$ cat config.mk
export PLATFORM = sky130hd
export DESIGN_NAME = touch_gesture_classifier
export DESIGN_NICKNAME = d
export VERILOG_FILES = /design/src/rtl/core/tgc_pkg.sv /design/src/rtl/core/touch_gesture_classifier.sv /design/src/rtl/core/tgc_delta.sv /design/src/rtl/core/tgc_decide.sv
export VERILOG_INCLUDE_DIRS = /design/src /design/src/rtl/core
export SDC_FILE = /design/constraint.sdc
export NUM_CORES = 1
export LEC_CHECK = 0
export ABC_AREA = 1
export BUFFER_PORTS_ARGS = -buffer_cell sky130_fd_sc_hd__clkbuf_2
export CORE_ASPECT_RATIO = 1.1
export CORE_UTILIZATION = 68
export DETAILED_ROUTE_END_ITERATION = 8
export PLACE_DENSITY = 0.88
export SETUP_SLACK_MARGIN = 0.4
export SLEW_MARGIN = 20
export SYNTH_ARGS = -nofsm -noshare
export SYNTH_HDL_FRONTEND = slang
export SYNTH_HIERARCHICAL = 1
export SYNTH_SLANG_ARGS = --single-unit
$ cat constraint.sdc
create_clock -name clock -period 8.3 [get_ports clock]
set_clock_uncertainty 0.2 [all_clocks]
set_input_delay 0 -clock clock [delete_from_list [all_inputs] [get_ports clock]]
set_output_delay 0 -clock clock [all_outputs]
set_load 0.02 [all_outputs]
$ cat src/rtl/core/touch_gesture_classifier_macros.svh
// ----------------------------------------------------------------------------
// Touch gesture classifier assertion macros
// Shared concurrent assertion forms, clocked on clock and disabled in reset.
// ----------------------------------------------------------------------------
`ifndef TOUCH_GESTURE_CLASSIFIER_MACROS_SVH
`define TOUCH_GESTURE_CLASSIFIER_MACROS_SVH

// same-cycle implication
`define TGC_ASSERT_NOW(label, ante, cons) \
   label: assert property (@(posedge clock) disable iff (reset) (ante) |-> (cons)) \
      else $error("touch gesture classifier: same-cycle check failed");

// next-cycle implication
`define TGC_ASSERT_NEXT(label, ante, cons) \
   label: assert property (@(posedge clock) disable iff (reset) (ante) |=> (cons)) \
      else $error("touch gesture classifier: next-cycle check failed");

`endif

$ cat src/rtl/core/tgc_pkg.sv
// ----------------------------------------------------------------------------
// Touch gesture classifier package
// Beat types, gesture codes and helper functions shared by the core.
// ----------------------------------------------------------------------------
`timescale 1ns / 1ps

package tgc_pkg;

   localparam int COORD_BITS   = 12;
   localparam int COUNT_BITS   = 3;
   localparam int THR_BITS     = 12;
   localparam int GESTURE_BITS = 4;
   localparam int DELTA_BITS   = COORD_BITS + 1;

   localparam logic [THR_BITS-1:0]   THR_RESET = THR_BITS'(20);
   localparam logic [COUNT_BITS-1:0] COUNT_ONE = COUNT_BITS'(1);
   localparam logic [COUNT_BITS-1:0] COUNT_TWO = COUNT_BITS'(2);

   typedef enum logic [GESTURE_BITS-1:0] {
      G_NONE     = 4'd0,
      G_TOUCH    = 4'd1,
      G_RIGHT    = 4'd2,
      G_LEFT     = 4'd3,
      G_DOWN     = 4'd4,
      G_UP       = 4'd5,
      G_SPREAD_X = 4'd6,
      G_PINCH_X  = 4'd7,
      G_SPREAD_Y = 4'd8,
      G_PINCH_Y  = 4'd9
   } gesture_type;

   typedef struct packed {
      logic [COUNT_BITS-1:0] touch_count;
      logic [COORD_BITS-1:0] first_x;
      logic [COORD_BITS-1:0] first_y;
      logic [COORD_BITS-1:0] second_x;
      logic [COORD_BITS-1:0] second_y;
   } req_type;

   typedef struct packed {
      gesture_type           gesture;
      logic [COORD_BITS-1:0] report_x;
      logic [COORD_BITS-1:0] report_y;
   } rsp_type;

   typedef struct packed {
      logic signed [DELTA_BITS-1:0] dx;
      logic signed [DELTA_BITS-1:0] dy;
   } delta_type;

   function automatic logic [COORD_BITS-1:0] abs_diff(
      input logic [COORD_BITS-1:0] a,
      input logic [COORD_BITS-1:0] b
   );
      abs_diff = (a >= b) ? (a - b) : (b - a);
   endfunction

   function automatic logic [COORD_BITS-1:0] magnitude(
      input logic signed [DELTA_BITS-1:0] v
   );
      logic signed [DELTA_BITS-1:0] neg;
      neg = -v;
      magnitude = v[DELTA_BITS-1] ? neg[COORD_BITS-1:0] : v[COORD_BITS-1:0];
   endfunction

endpackage

$ cat src/rtl/core/touch_gesture_classifier.sv
// ----------------------------------------------------------------------------
// Touch gesture classifier
// Compares each touch frame with the previous one and returns a gesture code
// with the first point's coordinates.
//
//   channel   direction   handshake                  payload
//   req       in          req_valid / req_stall      req_data (tgc_pkg::req_type)
//   rsp       out         rsp_valid / rsp_stall      rsp_data (tgc_pkg::rsp_type)
//   csr       in          csr_write_enable           csr_write_data (threshold)
//
// One beat per cycle while the result is not stalled; a beat passes the input
// register, then the result register, and the decision logic sits between them.
// The previous frame is updated as a beat moves from the input register to
// the result register. Reset clears it to zero and sets the threshold to 20.
// A stall holds each full register; req_stall rises only when both are full.
// ----------------------------------------------------------------------------
`timescale 1ns / 1ps
`include "touch_gesture_classifier_macros.svh"

module touch_gesture_classifier (
   input  logic                         clock,
   input  logic                         reset,
   input  logic                         req_valid,
   output logic                         req_stall,
   input  tgc_pkg::req_type             req_data,
   output logic                         rsp_valid,
   input  logic                         rsp_stall,
   output tgc_pkg::rsp_type             rsp_data,
   input  logic                         csr_write_enable,
   input  logic [tgc_pkg::THR_BITS-1:0] csr_write_data
);

   logic                         s1_valid_ff;
   logic                         s1_valid_in;
   tgc_pkg::req_type             s1_frame_ff;
   logic                         rsp_valid_ff;
   logic                         rsp_valid_in;
   tgc_pkg::rsp_type             rsp_data_ff;
   tgc_pkg::req_type             last_frame_ff;
   logic [tgc_pkg::THR_BITS-1:0] threshold_ff;
   logic [tgc_pkg::THR_BITS-1:0] threshold_in;

   logic                 s2_open;
   logic                 s1_fire;
   logic                 req_fire;
   tgc_pkg::delta_type   delta;
   tgc_pkg::gesture_type gesture;

   assign s2_open  = !rsp_valid_ff || !rsp_stall;
   assign s1_fire  = s1_valid_ff && s2_open;
   assign req_stall = s1_valid_ff && !s2_open;
   assign req_fire = req_valid && !req_stall;

   assign s1_valid_in  = req_fire || (s1_valid_ff && !s1_fire);
   assign rsp_valid_in = s1_fire || (rsp_valid_ff && rsp_stall);
   assign threshold_in = csr_write_enable ? csr_write_data : threshold_ff;

   tgc_delta u_delta (
      .frame      (s1_frame_ff),
      .last_frame (last_frame_ff),
      .delta      (delta)
   );

   tgc_decide u_decide (
      .touch_count (s1_frame_ff.touch_count),
      .last_count  (last_frame_ff.touch_count),
      .delta       (delta),
      .threshold   (threshold_ff),
      .gesture     (gesture)
   );

   always_ff @(posedge clock) begin
      if (reset) begin
         s1_valid_ff   <= 1'b0;
         rsp_valid_ff  <= 1'b0;
         last_frame_ff <= '0;
         threshold_ff  <= tgc_pkg::THR_RESET;
      end else begin
         s1_valid_ff  <= s1_valid_in;
         rsp_valid_ff <= rsp_valid_in;
         threshold_ff <= threshold_in;
         if (s1_fire) begin
            last_frame_ff <= s1_frame_ff;
         end
      end
   end

   always_ff @(posedge clock) begin
      if (req_fire) begin
         s1_frame_ff <= req_data;
      end
      if (s1_fire) begin
         rsp_data_ff.gesture  <= gesture;
         rsp_data_ff.report_x <= s1_frame_ff.first_x;
         rsp_data_ff.report_y <= s1_frame_ff.first_y;
      end
   end

   assign rsp_valid = rsp_valid_ff;
   assign rsp_data  = rsp_data_ff;

   `TGC_ASSERT_NOW(a_stall_only_when_full, req_stall, s1_valid_ff && rsp_valid_ff)
   `TGC_ASSERT_NEXT(a_advance_fills_result, s1_fire, rsp_valid_ff)
   `TGC_ASSERT_NEXT(a_last_frame_tracks, s1_fire, last_frame_ff == $past(s1_frame_ff))
   `TGC_ASSERT_NEXT(a_zero_count_none, s1_fire && (s1_frame_ff.touch_count == '0),
      rsp_data_ff.gesture == tgc_pkg::G_NONE)

endmodule

$ cat src/rtl/core/tgc_delta.sv
// ----------------------------------------------------------------------------
// Touch gesture classifier axis deltas
// Signed change per axis: span change for two touches, point motion otherwise.
// ----------------------------------------------------------------------------
`timescale 1ns / 1ps

module tgc_delta (
   input  tgc_pkg::req_type   frame,
   input  tgc_pkg::req_type   last_frame,
   output tgc_pkg::delta_type delta
);

   logic signed [tgc_pkg::DELTA_BITS-1:0] move_dx;
   logic signed [tgc_pkg::DELTA_BITS-1:0] move_dy;
   logic signed [tgc_pkg::DELTA_BITS-1:0] span_dx;
   logic signed [tgc_pkg::DELTA_BITS-1:0] span_dy;

   assign move_dx = $signed({1'b0, frame.first_x}) - $signed({1'b0, last_frame.first_x});
   assign move_dy = $signed({1'b0, frame.first_y}) - $signed({1'b0, last_frame.first_y});

   assign span_dx =
      $signed({1'b0, tgc_pkg::abs_diff(frame.second_x, frame.first_x)}) -
      $signed({1'b0, tgc_pkg::abs_diff(last_frame.second_x, last_frame.first_x)});
   assign span_dy =
      $signed({1'b0, tgc_pkg::abs_diff(frame.second_y, frame.first_y)}) -
      $signed({1'b0, tgc_pkg::abs_diff(last_frame.second_y, last_frame.first_y)});

   always_comb begin
      if (frame.touch_count == tgc_pkg::COUNT_TWO) begin
         delta.dx = span_dx;
         delta.dy = span_dy;
      end else begin
         delta.dx = move_dx;
         delta.dy = move_dy;
      end
   end

endmodule

$ cat src/rtl/core/tgc_decide.sv
// ----------------------------------------------------------------------------
// Touch gesture classifier decision
// Count checks, dominant axis, inertia threshold and gesture code select.
// ----------------------------------------------------------------------------
`timescale 1ns / 1ps

module tgc_decide (
   input  logic [tgc_pkg::COUNT_BITS-1:0] touch_count,
   input  logic [tgc_pkg::COUNT_BITS-1:0] last_count,
   input  tgc_pkg::delta_type             delta,
   input  logic [tgc_pkg::THR_BITS-1:0]   threshold,
   output tgc_pkg::gesture_type           gesture
);

   logic [tgc_pkg::COORD_BITS-1:0] ax;
   logic [tgc_pkg::COORD_BITS-1:0] ay;
   logic                           x_rules;
   logic                           below;
   logic                           positive;
   logic                           two_point;

   assign ax        = tgc_pkg::magnitude(delta.dx);
   assign ay        = tgc_pkg::magnitude(delta.dy);
   assign x_rules   = ax > ay;
   assign two_point = touch_count == tgc_pkg::COUNT_TWO;

   always_comb begin
      if (x_rules) begin
         below    = ax < threshold;
         positive = !delta.dx[tgc_pkg::DELTA_BITS-1] && (delta.dx != '0);
      end else begin
         below    = ay < threshold;
         positive = !delta.dy[tgc_pkg::DELTA_BITS-1] && (delta.dy != '0);
      end
   end

   always_comb begin
      priority if (touch_count == '0) begin
         gesture = tgc_pkg::G_NONE;
      end else if (touch_count != last_count) begin
         gesture = tgc_pkg::G_TOUCH;
      end else if (touch_count != tgc_pkg::COUNT_ONE && !two_point) begin
         gesture = tgc_pkg::G_NONE;
      end else if (below) begin
         gesture = tgc_pkg::G_TOUCH;
      end else if (two_point) begin
         if (x_rules) begin
            gesture = positive ? tgc_pkg::G_SPREAD_X : tgc_pkg::G_PINCH_X;
         end else begin
            gesture = positive ? tgc_pkg::G_SPREAD_Y : tgc_pkg::G_PINCH_Y;
         end
      end else begin
         if (x_rules) begin
            gesture = positive ? tgc_pkg::G_RIGHT : tgc_pkg::G_LEFT;
         end else begin
            gesture = positive ? tgc_pkg::G_DOWN : tgc_pkg::G_UP;
         end
      end
   end

endmodule

==> impl_metrics.ini <==
[clocking]
cts-htree-levels = 4
cts.sinks = 144
path_clk_slew_ps = 90
clockBufferDepth = 2
post_cts_buffers = 0
cts_made_buffers = 17
insertion_delay_ps = 440
cts_tree = done
cts-resized-gates = 0
clock_tree.root_cell = clkbuf_16

[floorplanning]
num_io_pins = 98
core_area_sq_um = 22200
fp.dieW_um = 146
initial_utilization_pct = 69.5
dieHeight_um = 160
die_area_sq_um = 23300
rows = 57

[setup_path]
crit_type = reg -> reg
cp-start-kind = flip-flop
cp-end-kind = flip-flop
path_common_cell = nand2_1
critPathMaxFanout = 10
cpPeakStageDelay_ps = 590
crit_slowest_cell = edfxtp_1
r2r_slack_ps = 1920
cp.arrival_ps = 6370
required_ps = 8280

[route]
num_vias = 16500
wl_per_cell_um = 18.1
vias_per_cell = 5.83
antenna_left = 0
drt_first_iter_violations = 2042
drt-total-wl_mm = 51.2
dr.pass1.iters = 6
drc_errors = 0

[grt]
grt_pass1_wl_mm = 80.9
grt_pass1_vias = 16200
grt.overflow.total = 0
grt_max_degree = 105
grtUsageTotal_pct = 44.1
antenna_found_initial = 1

[placed_design]
dp_hpwl_mm = 36.4
portBuffers = 97
place.gp.congestion = 1.05

[synth]
synthFlopType = edfxtp_1
synthDistinctLibCells = 51
synth_edf_count = 79
yosysSeqAreaShare_pct = 23.8
netlist_instances = 2382
synth-seq-cells = 144
yosys_warnings = 6
synthesis.area_sq_um = 15400
async_reset_ff_share_pct = 0
synth_fp_nets = 2639
synth_area_per_cell_sq_um = 6.47

[power_and_ir_drop]
p_per_area_nw_per_um2 = 223
ir_drop_v = 0.000146
leakage_nw = 9.41

[sta]
rsz0062_at_grt = no
setup_viol = 0
setup_tns_ps = 0
drv_slew = 0
whs_ps = 74.6
finalCritPeriodShare_pct = 76.9
max_slew_margin_pct = 24.4
hold_viol_final = 0
fin_crit_ps = 6380
fmax_mhz = 157
tightest_slew_ps = 1130

[job]
cap_violations = 0

[finish]
area_delta_synth_final_pct = 12.7
layout_common_cells = 728 x nand2_1, 422 x inv_1, 206 x nor2_1
drive_gt1_share_pct = 8.24
nFillCells = 1645
num-nets-final = 2780
final_common_cell = nand2_1

[status]
status = complete, no violations

[min_path]
hold_class = in -> reg
[repair_timing]
action | 4_1_cts | 5_1_grt
hold endpoints to repair | 72 | 11
setup endpoints to repair | 0 | 0
hold buffers | 78 | 1
[flip-flops by register name (all words and copies together), names as in the netlist]
name / cells
last_frame_ff: 51
s1_frame_ff: 51
rsp_data: 28
threshold_ff: 12
rsp_valid: 1
s1_valid_ff: 1
[power by group]
group,internal [W],leakage (nW),switching (W),total [W]
sequential,0.000800,1.30,0.0000550,0.000855
clock,0.000410,0.296,0.000409,0.000819
combinational,0.000764,7.81,0.00143,0.00220
total,0.00197,9.41,0.00190,0.00387
[cells in the mapped netlist (3+ instances only)]
| library cell | count | share of area, % |
|---|---|---|
| nand2_1 | 729 | 18 |
| inv_1 | 423 | 10 |
| nor2_1 | 206 | 5.0 |
| nand3_1 | 189 | 6.1 |
| ha_1 | 177 | 14 |
| a21oi_1 | 152 | 4.9 |
| edfxtp_1 | 79 | 15 |
| dfxtp_1 | 65 | 8.4 |
| o21ai_0 | 54 | 1.8 |
| xor2_1 | 53 | 3.0 |
| nand4_1 | 37 | 1.5 |
| nand2_2 | 22 | 0.89 |
| buf_2 | 21 | 0.68 |
| xnor2_1 | 18 | 1.0 |
| inv_2 | 15 | 0.37 |
| buf_6 | 14 | 1.0 |
| fa_1 | 12 | 1.6 |
| nor3_1 | 11 | 0.36 |
| o21bai_1 | 10 | 0.49 |
| buf_4 | 8 | 0.39 |
| clkbuf_1 | 8 | 0.19 |
| nand3b_1 | 7 | 0.34 |
| clkbuf_2 | 6 | 0.19 |
| nand3_2 | 6 | 0.39 |
| o21ai_1 | 6 | 0.19 |
| a21o_1 | 5 | 0.24 |
| nor2_2 | 5 | 0.20 |
| nor2_4 | 4 | 0.29 |
| nor3_2 | 4 | 0.26 |
| or2_2 | 4 | 0.16 |
| and2_1 | 3 | 0.12 |
| mux2i_1 | 3 | 0.19 |
| o21a_1 | 3 | 0.15 |
[final cells by class]
| type | instances | area [sq um] | share of cell area [%] |
|---|---|---|---|
| Clock buffer | 17 | 425 | 2.45 |
| Clock inverter | 15 | 186 | 1.07 |
| Timing Repair Buffer | 179 | 1330 | 7.67 |
| Sequential cell | 144 | 3680 | 21.2 |
| Tap cell | 295 | 369 | 2.13 |
| Antenna cell | 1 | 2.50 | 0.0144 |
| Inverter | 440 | 1660 | 9.53 |
| Multi-Input combinational cell | 1741 | 9720 | 56.0 |
[layer usage]
layer | vias up | global-route usage, % | share of wire (%) | wire, um
met4 | 0 | 32.5 | 8.0 | 4090
met2 | 1028 | 77.6 | 48 | 24600
met1 | 7453 | 48.9 | 36 | 18300
met3 | 296 | 5.83 | 8.3 | 4250
met5 | - | 0 | 0 | 0
li1 | 7747 | - | - | -
[worst paths after layout]
path | startpoint | to | cells past startpoint
setup / recovery | s1_frame_ff[25]$_DFFE_PP_ | rsp_data[26]$_DFFE_PP_ | 36
hold / removal | req_data[46] | s1_frame_ff[46]$_DFFE_PP_ | 2
setup reg to reg | s1_frame_ff[25]$_DFFE_PP_ | rsp_data[26]$_DFFE_PP_ | 36
hold reg to reg | last_frame_ff[35]$_SDFFE_PP0P_ | last_frame_ff[35]$_SDFFE_PP0P_ | 2
[critical path: cells and delay by family, from the launching register on]
| family | cells | cell delay, ps |
|---|---|---|
| AOI/OAI and AO/OA | 3 | 590 |
| and+or+nand+nor | 21 | 2230 |
| adders and majority gates | 4 | 1580 |
| DFF | 1 | 590 |
| xor gates and xnor gates | 1 | 220 |
| buffers and inverters | 7 | 720 |
[stage by stage]
stage | cell area [sq um] | utilization [%] | cells | worst slack [ps] | power, W
5_1_grt | 17400 | 78.3 | 2832 | 1600 | 0.00414
4_1_cts | 17300 | 78.0 | 2828 | 2160 | 0.00375
3_5_place_dp | 15900 | 71.7 | 2718 | 2190 | 0.00290
2_1_floorplan | 15400 | - | 2382 | 3070 | 0.00243
3_3_place_gp | 15900 | 71.7 | 2718 | 2360 | 0.00283
6_report | 17400 | 78.3 | 2832 | 1920 | 0.00387
[kinds of logic (layout without fill, tap and decap cells)]
logic type      count (synthesis)  count (layout)  synth area share, %
simple gates                 1236            1236                 34.1
buf+inv                       497             651                 13.2
compound gates                241             241                 8.53
fa+ha+maj                     189             189                 15.9
flops                         144             144                 23.8
xor+xnor                       72              72                 4.14
mux                             3               3                0.195
other cells                     0               1                    0
Note: power is estimated with default switching activity, not from simulation.
